==> config.mk <==
export PLATFORM = sky130hd
export DESIGN_NAME = key_click_gesture_detector_flat
export DESIGN_NICKNAME = d
export VERILOG_FILES = /design/src/hdl/kcg_pkg.sv /design/src/hdl/kcg_in_if.sv /design/src/hdl/kcg_out_if.sv /design/src/hdl/kcg_cfg_if.sv /design/src/hdl/kcg_cfg_regs.sv /design/src/hdl/kcg_core.sv /design/src/hdl/key_click_gesture_detector.sv /design/src/flat_wrapper.sv
export SDC_FILE = /design/constraint.sdc
export NUM_CORES = 1
export LEC_CHECK = 0
export ABC_AREA = 0
export BUFFER_PORTS_ARGS = -buffer_cell sky130_fd_sc_hd__buf_2
export CAP_MARGIN = 30
export CORE_MARGIN = 2
export CORE_UTILIZATION = 45
export CTS_BUF_LIST = sky130_fd_sc_hd__clkbuf_2
export DETAILED_ROUTE_END_ITERATION = 8
export PLACE_DENSITY = 0.63
export SLEW_MARGIN = 5
export SYNTH_ARGS = -nofsm -noshare
export SYNTH_HDL_FRONTEND = slang
export SYNTH_HIERARCHICAL = 1
export SYNTH_SLANG_ARGS = --single-unit
==> constraint.sdc <==
create_clock -name clk -period 12 [get_ports clk]
set_input_delay 2.4 -clock clk [delete_from_list [all_inputs] [get_ports clk]]
set_output_delay 2.4 -clock clk [all_outputs]
set_load 0.1 [all_outputs]
==> src/hdl/kcg_pkg.sv <==
`timescale 1ns / 1ps
// ----------------------------------------------------------------------------
// kcg_pkg: shared types and constants of the key click gesture detector
// Phase and event codes, register indexes, reset values and the structs
// that pass configuration and results between the modules.
// ----------------------------------------------------------------------------
package kcg_pkg;

  // widths fixed by the channel payloads
  localparam int unsigned KCG_TIME_BITS = 32;
  localparam int unsigned NOW_BITS      = 32;
  localparam int unsigned CFG_BITS      = 16;
  localparam int unsigned IDX_BITS      = 8;
  localparam int unsigned COUNT_BITS    = 2;

  // detection phases
  typedef enum logic [2:0] {
    PH_IDLE       = 3'd0,
    PH_PRESS_DOWN = 3'd1,
    PH_PRESSING   = 3'd2,
    PH_PRESS_UP   = 3'd3,
    PH_UPPING     = 3'd4,
    PH_CLOSING    = 3'd5
  } phase_t;

  // reported events
  typedef enum logic [2:0] {
    EV_CLICK  = 3'd0,
    EV_DOUBLE = 3'd1,
    EV_TREBLE = 3'd2,
    EV_LONG   = 3'd3,
    EV_IDLE   = 3'd4
  } event_t;

  // configuration register indexes
  localparam logic [IDX_BITS-1:0] REG_LONG_HOLD   = IDX_BITS'(0);
  localparam logic [IDX_BITS-1:0] REG_DOUBLE_WIN  = IDX_BITS'(1);
  localparam logic [IDX_BITS-1:0] REG_TREBLE_WIN  = IDX_BITS'(2);
  localparam logic [IDX_BITS-1:0] REG_IDLE_RELEASE = IDX_BITS'(3);

  // register reset values
  localparam logic [CFG_BITS-1:0] LONG_HOLD_RST    = CFG_BITS'(1000);
  localparam logic [CFG_BITS-1:0] DOUBLE_WIN_RST   = CFG_BITS'(600);
  localparam logic [CFG_BITS-1:0] TREBLE_WIN_RST   = CFG_BITS'(900);
  localparam logic [CFG_BITS-1:0] IDLE_RELEASE_RST = CFG_BITS'(300);

  // release numbers that select double and treble checks
  localparam logic [COUNT_BITS-1:0] CNT_SECOND = COUNT_BITS'(2);
  localparam logic [COUNT_BITS-1:0] CNT_THIRD  = COUNT_BITS'(3);

  typedef struct packed {
    logic [CFG_BITS-1:0] long_hold_ms;
    logic [CFG_BITS-1:0] double_window_ms;
    logic [CFG_BITS-1:0] treble_window_ms;
    logic [CFG_BITS-1:0] idle_release_ms;
  } cfg_t;

  typedef struct packed {
    logic                  valid;
    event_t                event_code;
    logic [COUNT_BITS-1:0] click_count;
  } result_t;

endpackage

==> src/hdl/kcg_in_if.sv <==
`timescale 1ns / 1ps
// ----------------------------------------------------------------------------
// kcg_in_if: key sample channel
// One beat carries a sampled key level and a millisecond timestamp.
// ----------------------------------------------------------------------------
interface kcg_in_if import kcg_pkg::*; ();
  logic                valid;
  logic                ready;
  logic                key_level;
  logic [NOW_BITS-1:0] now_ms;

  modport source (output valid, output key_level, output now_ms, input ready);
  modport sink (input valid, input key_level, input now_ms, output ready);
endinterface

==> src/hdl/kcg_out_if.sv <==
`timescale 1ns / 1ps
// ----------------------------------------------------------------------------
// kcg_out_if: gesture event channel
// One beat carries an event code and the release count at that event.
// ----------------------------------------------------------------------------
interface kcg_out_if import kcg_pkg::*; ();
  logic                  valid;
  logic                  ready;
  event_t                event_code;
  logic [COUNT_BITS-1:0] click_count;

  modport source (output valid, output event_code, output click_count, input ready);
  modport sink (input valid, input event_code, input click_count, output ready);
endinterface

==> src/hdl/kcg_cfg_if.sv <==
`timescale 1ns / 1ps
// ----------------------------------------------------------------------------
// kcg_cfg_if: configuration write channel
// One beat writes one threshold register at the given index.
// ----------------------------------------------------------------------------
interface kcg_cfg_if import kcg_pkg::*; ();
  logic                valid;
  logic                ready;
  logic [IDX_BITS-1:0] reg_index;
  logic [CFG_BITS-1:0] wdata;

  modport source (output valid, output reg_index, output wdata, input ready);
  modport sink (input valid, input reg_index, input wdata, output ready);
endinterface

==> src/hdl/kcg_cfg_regs.sv <==
`timescale 1ns / 1ps
// ----------------------------------------------------------------------------
// kcg_cfg_regs: threshold register file
// Four 16-bit thresholds written through the configuration channel;
// writes to unknown indexes are dropped.
// ----------------------------------------------------------------------------
module kcg_cfg_regs import kcg_pkg::*; (
  input  logic          clk,
  input  logic          rst_n,
  kcg_cfg_if.sink       cfg_ch,
  output cfg_t          cfg
);

  cfg_t cfg_r;
  cfg_t cfg_nxt;

  // always ready; each write is registered into its threshold
  assign cfg_ch.ready = 1'b1;

  // register select
  always_comb begin
    cfg_nxt = cfg_r;
    if (cfg_ch.valid) begin
      case (cfg_ch.reg_index)
        REG_LONG_HOLD:    cfg_nxt.long_hold_ms     = cfg_ch.wdata;
        REG_DOUBLE_WIN:   cfg_nxt.double_window_ms = cfg_ch.wdata;
        REG_TREBLE_WIN:   cfg_nxt.treble_window_ms = cfg_ch.wdata;
        REG_IDLE_RELEASE: cfg_nxt.idle_release_ms  = cfg_ch.wdata;
        default:          cfg_nxt = cfg_r;
      endcase
    end
  end

  always_ff @(posedge clk) begin
    if (!rst_n) begin
      cfg_r.long_hold_ms     <= LONG_HOLD_RST;
      cfg_r.double_window_ms <= DOUBLE_WIN_RST;
      cfg_r.treble_window_ms <= TREBLE_WIN_RST;
      cfg_r.idle_release_ms  <= IDLE_RELEASE_RST;
    end else begin
      cfg_r <= cfg_nxt;
    end
  end

  assign cfg = cfg_r;

endmodule

==> src/hdl/kcg_core.sv <==
`timescale 1ns / 1ps
// ----------------------------------------------------------------------------
// kcg_core: gesture state machine
// Holds the detection phase, timestamps and release count; on each step
// it advances by one sample and forms at most one event.
// ----------------------------------------------------------------------------
module kcg_core import kcg_pkg::*; #(
  parameter int unsigned TIME_BITS = KCG_TIME_BITS
) (
  input  logic                 clk,
  input  logic                 rst_n,
  input  logic                 step,
  input  logic                 key_level,
  input  logic [TIME_BITS-1:0] now,
  input  cfg_t                 cfg,
  output result_t              res
);

  phase_t                phase_r, phase_nxt;
  logic                  prev_level_r;
  logic [TIME_BITS-1:0]  start_r, start_nxt;
  logic [TIME_BITS-1:0]  down_r, down_nxt;
  logic [TIME_BITS-1:0]  up_r, up_nxt;
  logic [COUNT_BITS-1:0] releases_r, releases_nxt;

  logic [TIME_BITS-1:0]  hold_el;
  logic [TIME_BITS-1:0]  since_start;
  logic [TIME_BITS-1:0]  release_el;

  // elapsed times, wrapping at the timestamp width
  assign hold_el     = now - down_r;
  assign since_start = now - start_r;
  assign release_el  = now - up_r;

  // next phase and event
  always_comb begin
    phase_nxt      = phase_r;
    start_nxt      = start_r;
    down_nxt       = down_r;
    up_nxt         = up_r;
    releases_nxt   = releases_r;
    res            = '0;
    res.event_code = EV_CLICK;
    case (phase_r)
      PH_IDLE: begin
        // falling edge opens a detection
        if (prev_level_r && !key_level) begin
          start_nxt    = now;
          down_nxt     = now;
          releases_nxt = '0;
          phase_nxt    = PH_PRESS_DOWN;
        end
      end
      PH_PRESS_DOWN: begin
        down_nxt  = now;
        phase_nxt = PH_PRESSING;
      end
      PH_PRESSING: begin
        if (!key_level) begin
          if (hold_el >= TIME_BITS'(cfg.long_hold_ms)) begin
            res.valid       = 1'b1;
            res.event_code  = EV_LONG;
            res.click_count = releases_r;
            phase_nxt       = PH_CLOSING;
          end
        end else begin
          phase_nxt = PH_PRESS_UP;
        end
      end
      PH_PRESS_UP: begin
        // every release reports; the third one ends detection
        up_nxt          = now;
        releases_nxt    = releases_r + COUNT_BITS'(1);
        phase_nxt       = PH_UPPING;
        res.valid       = 1'b1;
        res.click_count = releases_nxt;
        if (releases_nxt == CNT_SECOND) begin
          if (since_start < TIME_BITS'(cfg.double_window_ms)) res.event_code = EV_DOUBLE;
        end else if (releases_nxt == CNT_THIRD) begin
          if (since_start < TIME_BITS'(cfg.treble_window_ms)) res.event_code = EV_TREBLE;
          phase_nxt = PH_CLOSING;
        end
      end
      PH_UPPING: begin
        if (key_level) begin
          if (release_el >= TIME_BITS'(cfg.idle_release_ms)) phase_nxt = PH_CLOSING;
        end else begin
          phase_nxt = PH_PRESS_DOWN;
        end
      end
      default: begin
        // closing and unused codes report idle
        releases_nxt   = '0;
        phase_nxt      = PH_IDLE;
        res.valid      = 1'b1;
        res.event_code = EV_IDLE;
      end
    endcase
  end

  // control state
  always_ff @(posedge clk) begin
    if (!rst_n) begin
      phase_r      <= PH_IDLE;
      prev_level_r <= 1'b1;
      releases_r   <= '0;
    end else if (step) begin
      phase_r      <= phase_nxt;
      prev_level_r <= key_level;
      releases_r   <= releases_nxt;
    end
  end

  // timestamps
  always_ff @(posedge clk) begin
    if (step) begin
      start_r <= start_nxt;
      down_r  <= down_nxt;
      up_r    <= up_nxt;
    end
  end

`ifndef SYNTHESIS
  a_close_to_idle: assert property (@(posedge clk) disable iff (!rst_n)
    step && phase_r == PH_CLOSING |=> phase_r == PH_IDLE)
    else $error("closing phase did not return to idle");

  a_long_closes: assert property (@(posedge clk) disable iff (!rst_n)
    step && res.valid && res.event_code == EV_LONG |=> phase_r == PH_CLOSING)
    else $error("long hold did not lead to closing");

  a_treble_third: assert property (@(posedge clk) disable iff (!rst_n)
    res.valid && res.event_code == EV_TREBLE |-> res.click_count == CNT_THIRD)
    else $error("treble click reported on other than third release");
`endif

endmodule

==> src/hdl/key_click_gesture_detector.sv <==
`timescale 1ns / 1ps
// ----------------------------------------------------------------------------
// key_click_gesture_detector: click, double, treble and long hold detector
// Samples a key level with a timestamp and reports gesture events.
//
//   channel  dir  beat
//   in_ch    in   key_level, now_ms (one poll sample)
//   out_ch   out  event_code, click_count (zero or one per sample)
//   cfg_ch   in   reg_index, wdata (one threshold write)
//
// One sample per cycle while no event waits; an event leaves through the
// input register, then the state update into the result register.
// The result register decouples the sides: while an event waits, the
// sample in the input register holds and in_ch.ready drops.
// Synchronous active-low reset; thresholds reset to 1000/600/900/300 ms.
// ----------------------------------------------------------------------------
module key_click_gesture_detector import kcg_pkg::*; #(
  parameter int unsigned TIME_BITS = KCG_TIME_BITS
) (
  input  logic     clk,
  input  logic     rst_n,
  kcg_in_if.sink   in_ch,
  kcg_out_if.source out_ch,
  kcg_cfg_if.sink  cfg_ch
);

  logic                  in_valid_r, in_valid_nxt;
  logic                  in_level_r;
  logic [NOW_BITS-1:0]   in_now_r;
  logic                  out_valid_r, out_valid_nxt;
  event_t                out_event_r;
  logic [COUNT_BITS-1:0] out_count_r;
  logic                  advance;
  logic                  in_take;
  cfg_t                  cfg;
  result_t               res;

  kcg_cfg_regs u_cfg (
    .clk    (clk),
    .rst_n  (rst_n),
    .cfg_ch (cfg_ch),
    .cfg    (cfg)
  );

  kcg_core #(
    .TIME_BITS (TIME_BITS)
  ) u_core (
    .clk       (clk),
    .rst_n     (rst_n),
    .step      (advance),
    .key_level (in_level_r),
    .now       (TIME_BITS'(in_now_r)),
    .cfg       (cfg),
    .res       (res)
  );

  // the held sample moves on when the result register can take its event
  assign advance      = in_valid_r && (!out_valid_r || out_ch.ready);
  assign in_ch.ready  = !in_valid_r || advance;
  assign in_take      = in_ch.valid && in_ch.ready;

  always_comb begin
    in_valid_nxt = in_valid_r;
    if (in_take) in_valid_nxt = 1'b1;
    else if (advance) in_valid_nxt = 1'b0;
  end

  always_comb begin
    out_valid_nxt = out_valid_r;
    if (advance) out_valid_nxt = res.valid;
    else if (out_ch.ready) out_valid_nxt = 1'b0;
  end

  // input register
  always_ff @(posedge clk) begin
    if (!rst_n) begin
      in_valid_r <= 1'b0;
    end else begin
      in_valid_r <= in_valid_nxt;
    end
  end

  always_ff @(posedge clk) begin
    if (in_take) begin
      in_level_r <= in_ch.key_level;
      in_now_r   <= in_ch.now_ms;
    end
  end

  // result register
  always_ff @(posedge clk) begin
    if (!rst_n) begin
      out_valid_r <= 1'b0;
    end else begin
      out_valid_r <= out_valid_nxt;
    end
  end

  always_ff @(posedge clk) begin
    if (advance && res.valid) begin
      out_event_r <= res.event_code;
      out_count_r <= res.click_count;
    end
  end

  assign out_ch.valid       = out_valid_r;
  assign out_ch.event_code  = out_event_r;
  assign out_ch.click_count = out_count_r;

`ifndef SYNTHESIS
  a_hold_sample: assert property (@(posedge clk) disable iff (!rst_n)
    in_valid_r && !advance |=> in_valid_r)
    else $error("held sample dropped before processing");

  a_event_lands: assert property (@(posedge clk) disable iff (!rst_n)
    advance && res.valid |=> out_valid_r && out_event_r == $past(res.event_code))
    else $error("event not captured in result register");

  a_ready_stall: assert property (@(posedge clk) disable iff (!rst_n)
    !in_ch.ready |-> in_valid_r && out_valid_r)
    else $error("input stalled without a waiting event");
`endif

endmodule
==> src/flat_wrapper.sv <==
// flat-port wrapper written by rule: the top's interface ports become plain ports
module key_click_gesture_detector_flat import kcg_pkg::*;
#(
  parameter int unsigned TIME_BITS = KCG_TIME_BITS
)
  (clk, rst_n, in_ch_valid, in_ch_key_level, in_ch_now_ms, in_ch_ready, out_ch_valid, out_ch_event_code, out_ch_click_count, out_ch_ready, cfg_ch_valid, cfg_ch_reg_index, cfg_ch_wdata, cfg_ch_ready);
  kcg_in_if in_ch_i ();
  kcg_out_if out_ch_i ();
  kcg_cfg_if cfg_ch_i ();
  input  logic clk;
  input  logic rst_n;
  input wire logic [$bits(in_ch_i.valid)-1:0] in_ch_valid;
  input wire logic [$bits(in_ch_i.key_level)-1:0] in_ch_key_level;
  input wire logic [$bits(in_ch_i.now_ms)-1:0] in_ch_now_ms;
  output wire logic [$bits(in_ch_i.ready)-1:0] in_ch_ready;
  output wire logic [$bits(out_ch_i.valid)-1:0] out_ch_valid;
  output wire logic [$bits(out_ch_i.event_code)-1:0] out_ch_event_code;
  output wire logic [$bits(out_ch_i.click_count)-1:0] out_ch_click_count;
  input wire logic [$bits(out_ch_i.ready)-1:0] out_ch_ready;
  input wire logic [$bits(cfg_ch_i.valid)-1:0] cfg_ch_valid;
  input wire logic [$bits(cfg_ch_i.reg_index)-1:0] cfg_ch_reg_index;
  input wire logic [$bits(cfg_ch_i.wdata)-1:0] cfg_ch_wdata;
  output wire logic [$bits(cfg_ch_i.ready)-1:0] cfg_ch_ready;
  assign in_ch_i.valid = in_ch_valid;
  assign in_ch_i.key_level = in_ch_key_level;
  assign in_ch_i.now_ms = in_ch_now_ms;
  assign in_ch_ready = in_ch_i.ready;
  assign out_ch_valid = out_ch_i.valid;
  assign out_ch_event_code = out_ch_i.event_code;
  assign out_ch_click_count = out_ch_i.click_count;
  assign out_ch_i.ready = out_ch_ready;
  assign cfg_ch_i.valid = cfg_ch_valid;
  assign cfg_ch_i.reg_index = cfg_ch_reg_index;
  assign cfg_ch_i.wdata = cfg_ch_wdata;
  assign cfg_ch_ready = cfg_ch_i.ready;
  key_click_gesture_detector #(.TIME_BITS(TIME_BITS)) u_core (.clk(clk), .rst_n(rst_n), .in_ch(in_ch_i), .out_ch(out_ch_i), .cfg_ch(cfg_ch_i));
endmodule
**Word level (Yosys, flattened, before mapping)**

Index checks and enable logic that the tools add are counted.

- Bits of input ports: 62
- Output and inout bits: 8
- Register bits: 206
- Word-level logic and storage cells: 86

- Add/sub/neg operators: 4
- Bitwise gates (word level): 1
- Equal/unequal tests: 12
- Reduce and logical (&&, ||, !) cells: 25
- Mux-type cells: 24
- Order comparisons: 4

Operators by type and width:

| operator | number |
|---|---|
| 32-bit subtractor | 3 |
| 32-bit by 16-bit >= comparator with 1-bit output | 2 |
| 32-bit by 16-bit less-than comparator with 1-bit output | 2 |
| 32-bit case mux with 2 select lines | 1 |
| 32-bit two-way mux | 1 |
| 3-bit two-way mux | 6 |
| 8-bit by 2-bit == test with 1-bit output (second input constant) | 2 |
| 3-bit case mux with 5 select lines | 1 |
| 6-bit two-way mux | 2 |
| 4-bit case mux with 3 select lines | 1 |
| 2-bit AND reduction | 5 |
| 3-bit AND reduction | 3 |
| 8-bit by 1-bit == test with 1-bit output (second input constant) | 1 |
| 8-bit zero test | 1 |
| 1-bit two-way mux | 7 |
| 3-bit by 2-bit == test with 1-bit output (second input constant) | 2 |
| 2-bit two-way mux | 3 |
| 2-bit case mux with 3 select lines | 1 |
| 2-bit nonzero test | 3 |
| 3-bit OR reduction | 2 |
| 2-bit == test (second input constant) | 2 |
| 1-bit logical AND | 4 |
| 2-bit case mux with 2 select lines | 1 |
| 4-bit AND reduction | 1 |
| 10 further kinds | 13 |

**Longest topological paths before layout**

Gate-level depths: netlist of the first run.

- Depth after elaboration: 7
- Depth in mapped cells: 23

**Hierarchy**

Netlist of the first run, hierarchy kept.

By module, submodules not included:

| module | instances | cells each | area an instance (sq um) |
|---|---|---|---|
| kcg_core | 1 | 1244 | 10607.7 |
| kcg_cfg_regs | 1 | 241 | 2548.7 |
| key_click_gesture_detector | 1 | 51 | 1253.7 |

**Worst setup path before layout of the first run**

OpenSTA, ideal clock, no wires.

- Kind: input to output
- Start point: input port out_ch_ready
- End point: output port in_ch_ready
- Setup slack: 6.526 ns
- Cell stages on the path: 2
- Arrival time: 3.074 ns
- Buffers on the path: 0
- Cells stage by stage: nor2b_4 nand2_1

- Cells in the longest elaborated chain, start to end: 3

RTL lines:

| element | RTL line | text |
|---|---|---|
| start, declared | flat_wrapper.sv:19 | `input wire logic [$bits(out_ch_i.ready)-1:0] out_ch_ready;` |
| 1-bit logical OR | key_click_gesture_detector.sv:58 | `assign advance = in_valid_r && (!out_valid_r \|\| out_ch.ready);` |
| 1-bit logical AND | key_click_gesture_detector.sv:58 |  |
| 1-bit logical OR | key_click_gesture_detector.sv:59 | `assign in_ch.ready = !in_valid_r \|\| advance;` |
| end, declared | flat_wrapper.sv:15 | `output wire logic [$bits(in_ch_i.ready)-1:0] in_ch_ready;` |

Every way passes these cells.

==> flow_summary_export.csv, run 1 <==
group,metric,value,unit
run_status,outcome,"finished clean",
clock_network,clkTransAtPathRegs,0.10,ns
grt,grt_max_degree,100,
pwr,p_clk_share,32.1,%
clock_network,cts_max_level,2,
logic_synthesis,post-synth-top-count-cell,"inv_1",
setup_path,cp_common_cell,"nor2_1",
layout,syn_to_final_growth,8.56,%
drt,drt-initial-drc-count,770,
floorplanning,io_pins,70,
drt,routed_wl,35400,um
logic_synthesis,synth_commonest_cells,"inv_1, nand2_1, ha_1",
drt,route.antenna.remaining_nets,0,
place,preCtsSetupSlack,6.37,ns
pwr,peakVddDrop,0.0948,mV
timing,hold_violations,0,
logic_synthesis,postSynth.asyncResetShare,0,%
grt,track_usage,21.3,%
timing,skew,0.0965,ns
timing,max_freq,179,MHz
setup_path,crit_type,"flip-flop to flip-flop",
floorplanning,rows,65,
logic_synthesis,yosys-top-cells-area,"edfxtp_1, ha_1, dfxtp_1, mux2i_1, inv_1",
drt,drc,0,
clock_network,clkLatencyLatePin,1.00,ns
floorplanning,start_util,45.7,%
pwr,p_sw,0.000522,W
setup_path,slowest_stage,"edfxtp_1",
clock_network,cts_sinks,206,
drt,routedWlPerCell,17.1,um
place,hpwl,26900,um
logic_synthesis,synth_edf_count,134,
setup_path,cpPeakStageDelay,0.60,ns
floorplanning,core-area,0.0316,mm2
timing,slew_headroom,39.6,%
timing,slew_viol_final,0,
pwr,p_leak,6.86,nW
grt,antenna_found_initial,1,
setup_path,worstSetupStartpointType,"flip-flop",
layout,nNetsFinal,1851,
logic_synthesis,synth_cell_type_count,90,
place,numPortBuffers,68,
pwr,swShare,31.7,%
logic_synthesis,synthCells,1536,
pwr,comb_power_share,20.0,%
logic_synthesis,synthFlopType,"edfxtp_1",
worst_hold_path,hold_class,"flip-flop to flip-flop",
timing,timing.final.crit_period,5.59,ns
setup_path,critPathArrivalTime,6.27,ns
pwr,p_total,0.00165,W
pwr,p_int,0.00113,W
logic_synthesis,yosys.area.top_type,"edfxtp_1",
logic_synthesis,synth_warnings,6,
place,place.gp.congestion,0.936,
logic_synthesis,seq_area_frac_synth,37.9,%
timing,worst_slew_pin_slew,0.906,ns
timing,fin_worst_hold_slack,0.461,ns
setup_path,end_kind,"flip-flop",
timing,rsz0062_at_grt,"no",
logic_synthesis,syn-cell-area,0.0144,mm2
grt,grt_pass1_wl,56700,um
drt,vias_per_cell,5.59,
timing,period_share,46.6,%
pwr,power_density,105,mW/mm2
clock_network,cts_inserted_buffers,56,
layout,fill_cells,2973,
timing,tns,0,ns
clock_network,cts_tree,"done",
grt,grt_pass1_vias,11300,
floorplanning,die-area,0.0335,mm2
flow_run,maxCapViolCount,0,
clock_network,cts_resized,0,
clock_network,post-cts-setup-buffers,0,
setup_path,worstPathMaxFanout,9,
logic_synthesis,yosys_register_bits,206,
layout,drive_gt1_share,11.9,%
clock_network,clockBufferDepth,3,
pwr,seqPwrFrac,47.8,%
timing,setup-violations-final,0,
timing,worst_slack,6.41,ns
logic_synthesis,syn_avg_cell_area,9.38,um2
floorplanning,dieWidth,183,um
drt,vias,11600,
clock_network,cts_hold_buffers,0,
logic_synthesis,syn_nets,1758,
setup_path,path_cells,"inv_1 > fa_1 > nor2b_1 > o2111ai_1 > a21oi_1 > nor2_1 > nor3_1 > nor2_1 > xnor2_1 > ha_1 > and3_1 > o21ai_0 > o221ai_1 > or4_1 > a221oi_1 > nand4_1 > a2111oi_0 > nand4_1 > o21bai_2 > nand2_1 > nand2_1 > nor2_1",
setup_path,worstPathRequired,12.68,ns
drt,drt-pass1-iter-count,5,
clock_network,cts_root_buf,"clkbuf_2",
grt,grt_overflow,0,
logic_synthesis,synth_top_area_share,27.9,%
floorplanning,fp.dieH,183,um
-- final timing paths --
path / start / cells after the start / slack [ns] / to
min: u_core/u_cfg/cfg[32]$_SDFFE_PN0P_ / 2 / 0.46 / u_core/u_cfg/cfg[32]$_SDFFE_PN0P_
max reg2reg: u_core/in_now_r[1]$_DFFE_PP_ / 22 / 6.41 / u_core/out_ch.click_count[1]$_DFFE_PP_
min reg2reg: u_core/u_cfg/cfg[32]$_SDFFE_PN0P_ / 2 / 0.46 / u_core/u_cfg/cfg[32]$_SDFFE_PN0P_
max: u_core/in_now_r[1]$_DFFE_PP_ / 22 / 6.41 / u_core/out_ch.click_count[1]$_DFFE_PP_
-- power by group through the flow --
stage | combinational [W] | clock (W) | sequential (W)
floorplan | 0.000242 | 0 | 0.000797
global placement | 0.000321 | 0 | 0.000805
detailed placement | 0.000326 | 0 | 0.000806
CTS | 0.000328 | 0.000559 | 0.000789
global route | 0.000371 | 0.000591 | 0.000792
finish | 0.000331 | 0.000530 | 0.000789
-- critical path, delay by kind of cell (launching register included) --
kind / cells / cell delay, ns
AND/OR/NAND/NOR: 11 / 1.90
AO/OA/AOI/OAI: 7 / 1.77
adder cells (fa/ha/maj): 2 / 0.77
flip-flops: 1 / 0.60
XOR/XNOR: 1 / 0.19
buffers and inverters: 1 / 0.12
-- per-layer routing --
layer  vias to the layer above  wire length [um]  global-route usage (%)
li1                       5751                 -                       -
met1                      5443             17200                    29.7
met2                       318             15600                    33.4
met3                        68              1690                    3.04
met4                         0               899                    8.51
met5                         -                 0                       0
-- cells by family (layout without fill, tap and decap cells) --
kind of cell	Yosys count	in the layout	share of synthesized area (%)
XOR/XNOR	67	67	4.07
AND/OR/NAND/NOR	428	428	14.9
other	1	2	0.0260
buffers and inverters	215	349	6.30
multiplexers	76	76	5.31
AO/OA/AOI/OAI	383	383	17.4
flip-flops	206	206	37.9
adder cells (fa/ha/maj)	160	160	14.0
-- flip-flops by register name, summed over array words and instances, names as in the netlist --
register                    cells
u_core/u_core/phase_r           3
u_core/out_ch.valid             1
u_core/u_core/up_r             32
u_core/u_core/start_r          32
u_core/u_core/releases_r        2
u_core/in_now_r                32
u_core/in_valid_r               1
u_core/u_core/down_r           32
u_core/in_level_r               1
u_core/u_cfg/cfg               64
u_core/u_core/prev_level_r      1
u_core/out_ch.click_count       2
u_core/out_ch.event_code        3
-- through the flow --
stage	cell area (um2)	utilization [%]	std cells
floorplan	14400	-	1536
global placement	15000	47.7	1970
detailed placement	15100	47.8	1972
CTS	15600	49.5	2071
global route	15600	49.6	2073
finish	15600	49.6	2073
-- layout make-up --
cell class / count / area, um2 / area share (%)
flip-flops and latches: 206 / 5470 / 34.9
inverters: 174 / 653 / 4.17
clock buffers: 80 / 400 / 2.56
repair buffers: 76 / 440 / 2.82
diodes: 1 / 2.50 / 0.0160
well taps: 402 / 503 / 3.22
multi-input cells: 1115 / 8050 / 51.4
clock inverters: 19 / 131 / 0.840
-- cell usage in the layout (no fill, tap or decap), types with 12 or more instances in the layout --
cell type and count:
a211oi_1 17, a21o_1 39, a21oi_1 115, buf_2 68, clkbuf_2 80, clkinv_1 12, dfxtp_1 72, edfxtp_1 134
ha_1 157, inv_1 174, mux2i_1 72, nand2_1 162, nand3_1 25, nand4_1 26, nor2_1 80, nor2b_1 42
nor3_1 17, o211ai_1 13, o21a_1 20, o21ai_0 67, o31ai_1 13, xnor2_1 42, xor2_1 25
Power figures use the tool's default switching activity.
==> run 2, diff against run 1 <==
--- a/config.mk
+++ b/config.mk
@@ -5,14 +5,14 @@
 export SDC_FILE = /design/constraint.sdc
 export NUM_CORES = 1
 export LEC_CHECK = 0
-export ABC_AREA = 0
+export ABC_AREA = 1
 export BUFFER_PORTS_ARGS = -buffer_cell sky130_fd_sc_hd__buf_2
 export CAP_MARGIN = 30
 export CORE_MARGIN = 2
 export CORE_UTILIZATION = 45
 export CTS_BUF_LIST = sky130_fd_sc_hd__clkbuf_2
 export DETAILED_ROUTE_END_ITERATION = 8
-export PLACE_DENSITY = 0.63
+export PLACE_DENSITY = 0.62
 export SLEW_MARGIN = 5
 export SYNTH_ARGS = -nofsm -noshare
 export SYNTH_HDL_FRONTEND = slang
==> constraint.sdc (replaced) <==
create_clock -name clk -period 5.3 [get_ports clk]
set_input_delay 1.06 -clock clk [delete_from_list [all_inputs] [get_ports clk]]
set_output_delay 1.06 -clock clk [all_outputs]
set_load 0.1 [all_outputs]
==> flow_summary_export.csv, run 2 <==
group,metric,value,unit
clock_network,clockBufferDepth,3,
setup_path,worstPathMaxFanout,9,
setup_path,crit_family,"simple AND/OR/NAND/NOR gates",
clock_network,cts_hold_buffers,0,
floorplanning,start_util,45.9,%
pwr,p_clk_share,31.1,%
pwr,swShare,34.6,%
setup_path,cp_common_cell,"nand2_1",
floorplanning,fp.dieH,192,um
grt,grt_pass1_wl,73300,um
setup_path,cpPeakStageDelay,0.61,ns
clock_network,cts_sinks,206,
grt,grt.busiest_layer,"met2",
setup_path,cp.depth,21,
grt,grt_overflow,0,
timing,slew_headroom,37.9,%
layout,largest_reg_flops,64,
timing,worst_slew_pin_slew,0.929,ns
drt,vias,14700,
drt,route.antenna.remaining_nets,0,
floorplanning,core-area,0.0347,mm2
setup_path,path_buf_inv,3,
logic_synthesis,postSynth.asyncResetShare,0,%
clock_network,cts_root_buf,"clkbuf_2",
timing,timing.final.crit_period,3.96,ns
pwr,peakVddDrop,0.281,mV
drt,vias_per_cell,5.06,
setup_path,regToRegEndpoint,"u_core/out_ch.event_code[2]$_DFFE_PP_",
drt,routed_wl,47000,um
layout,final_cell_mix,"nand2_1, inv_1, nor2_1",
layout,mostFrequentLayoutCell,"nand2_1",
pwr,seqPwrFrac,45.1,%
logic_synthesis,synth_commonest_cells,"nand2_1, inv_1, nor2_1",
setup_path,startpoint,"u_core/in_now_r[1]$_DFFE_PP_",
pwr,p_int,0.00261,W
timing,max_freq,253,MHz
worst_hold_path,hold_class,"input port to flip-flop",
floorplanning,dieWidth,192,um
setup_path,worstSetupStartpointType,"flip-flop",
logic_synthesis,syn_nets,2528,
grt,globalRouteMet3Util,3.71,%
grt,grt_max_degree,59,
grt,track_usage,25.9,%
logic_synthesis,post-synth-top-count-cell,"nand2_1",
grt,use_met1,35.6,%
place,numPortBuffers,68,
grt,antenna_found_initial,1,
setup_path,critPathArrivalTime,4.62,ns
timing,rsz0062_at_grt,"no",
run_status,outcome,"finished clean",
layout,nNetsFinal,2633,
layout,fill_cells,3638,
drt,drt-pass1-iter-count,7,
pwr,p_sw,0.00138,W
logic_synthesis,synth_edf_count,134,
logic_synthesis,syn-cell-area,0.0159,mm2
pwr,comb_power_share,23.7,%
clock_network,clkLatencyLatePin,0.99,ns
pwr,power_density,230,mW/mm2
timing,tns,0,ns
layout,multiInputGateArea,0.00856,mm2
place,preCtsSetupSlack,1.44,ns
clock_network,cts_resized,0,
drt,routedWlPerCell,16.1,um
clock_network,post-cts-setup-buffers,0,
logic_synthesis,synthCells,2306,
place,hpwl,37700,um
logic_synthesis,yosys-top-cells-area,"edfxtp_1, nand2_1, ha_1, inv_1, dfxtp_1",
logic_synthesis,synth_warnings,6,
setup_path,r2r_cells,21,
drt,drt-initial-drc-count,1167,
flow_run,maxCapViolCount,0,
clock_network,cts_tree,"done",
clock_network,cts_max_level,2,
timing,hold_violations,0,
pwr,p_total,0.00399,W
timing,period_share,74.6,%
logic_synthesis,syn_avg_cell_area,6.91,um2
timing,slew_viol_final,0,
layout,seq_area,0.00547,mm2
setup_path,ff2ff_setup_slack,1.34,ns
logic_synthesis,seq_area_frac_synth,34.3,%
drt,drc,0,
pwr,p_leak,9.13,nW
timing,worst_slack,1.34,ns
logic_synthesis,yosys_register_bits,206,
timing,skew,0.0746,ns
timing,fin_worst_hold_slack,0.259,ns
floorplanning,io_pins,70,
clock_network,clkTransAtPathRegs,0.12,ns
floorplanning,rows,68,
setup_path,slowest_stage,"edfxtp_1",
clock_network,cts_inserted_buffers,58,
place,place.gp.congestion,0.914,
grt,gr-usage-met2,41.7,%
setup_path,path_cells,"inv_1 > fa_1 > inv_1 > nand2_1 > nand3_1 > nand2_1 > nand2_2 > xor2_1 > ha_1 > nand2_1 > nor2_1 > a211oi_1 > nand3_1 > nor2_1 > nand3_1 > nor2_2 > nand2_1 > nand2_1 > nand3_1 > inv_1 > nor2_1",
timing,setup-violations-final,0,
logic_synthesis,synth_top_area_share,25.2,%
setup_path,r2r_start,"u_core/in_now_r[1]$_DFFE_PP_",
logic_synthesis,synth_cell_type_count,44,
logic_synthesis,synthFlopType,"edfxtp_1",
setup_path,end_kind,"flip-flop",
layout,drive_gt1_share,8.71,%
floorplanning,die-area,0.0370,mm2
setup_path,setup.worst_path.end,"u_core/out_ch.event_code[2]$_DFFE_PP_",
setup_path,worstPathRequired,5.97,ns
setup_path,crit_type,"flip-flop to flip-flop",
layout,syn_to_final_growth,8.67,%
logic_synthesis,yosys.area.top_type,"edfxtp_1",
grt,grt_pass1_vias,14100,
[run 2: how the worst min path moves through the flow]
stage,slack (ns),cells after the start,startpoint,end
3_5_place_dp,0.45,2,u_core/u_cfg/cfg[18]$_SDFFE_PN1P_,u_core/u_cfg/cfg[18]$_SDFFE_PN1P_
6_report,0.26,1,in_ch_now_ms[31],u_core/in_now_r[31]$_DFFE_PP_
4_1_cts,0.1,1,in_ch_now_ms[15],u_core/in_now_r[15]$_DFFE_PP_
3_3_place_gp,0.44,2,u_core/u_cfg/cfg[51]$_SDFFE_PN1P_,u_core/u_cfg/cfg[51]$_SDFFE_PN1P_
2_1_floorplan,0.43,2,u_core/u_cfg/cfg[18]$_SDFFE_PN1P_,u_core/u_cfg/cfg[18]$_SDFFE_PN1P_
5_1_grt,0.13,1,in_ch_now_ms[16],u_core/in_now_r[16]$_DFFE_PP_
[run 2: final cells by class]
cell class	count	share of cell area, %
clock inverters	21	0.830
repair buffers	77	2.35
diodes	1	0.0144
flip-flops and latches	206	31.5
well taps	455	3.29
clock buffers	84	2.43
multi-input cells	1601	49.4
inverters	467	10.1
[run 2: stage by stage]
stage | utilization, % | std cells | area [um2]
6_report | 49.9 | 2912 | 17300
2_1_floorplan | - | 2306 | 15900
3_5_place_dp | 48.3 | 2806 | 16800
4_1_cts | 49.9 | 2911 | 17300
3_3_place_gp | 48.3 | 2806 | 16800
5_1_grt | 49.9 | 2912 | 17300
[run 2: power by group through the flow]
stage	Combinational (W)	Sequential (W)	Clock [W]
after floorplan	0.000666	0.00182	0
after global placement	0.000924	0.00184	0
after detailed placement	0.000931	0.00184	0
after CTS	0.000938	0.00180	0.00131
after global routing	0.00107	0.00181	0.00138
final	0.000945	0.00180	0.00124
[run 2: cell families (layout without fill, tap and decap cells)]
logic type / Yosys count / in the layout / synth area share [%]
DFF: 206 / 206 / 34.3
other: 1 / 2 / 0.0235
adders and majority gates: 160 / 160 / 12.7
AOI/OAI and AO/OA: 221 / 221 / 7.53
xor gates and xnor gates: 54 / 54 / 2.97
and+or+nand+nor: 1165 / 1165 / 30.3
buffers and inverters: 499 / 649 / 12.2
[run 2: per-layer routing]
layer | part of all wire [%] | vias to the layer above | wire length [um]
li1 | - | 7517 | -
met1 | 47 | 6748 | 22200
met2 | 45 | 387 | 20900
met3 | 5.4 | 79 | 2550
met4 | 2.7 | 0 | 1280
met5 | 0 | - | 0
[run 2: worst reg2reg max path: stages, from the launching register on]
cell and delay (ns):
edfxtp_1 0.61, inv_1 0.12, fa_1 0.51, inv_1 0.10
nand2_1 0.05, nand3_1 0.13, nand2_1 0.10, nand2_2 0.13
xor2_1 0.16, ha_1 0.26, nand2_1 0.06, nor2_1 0.04
a211oi_1 0.19, nand3_1 0.10, nor2_1 0.13, nand3_1 0.10
nor2_2 0.32, nand2_1 0.11, nand2_1 0.16, nand3_1 0.09
inv_1 0.08, nor2_1 0.11
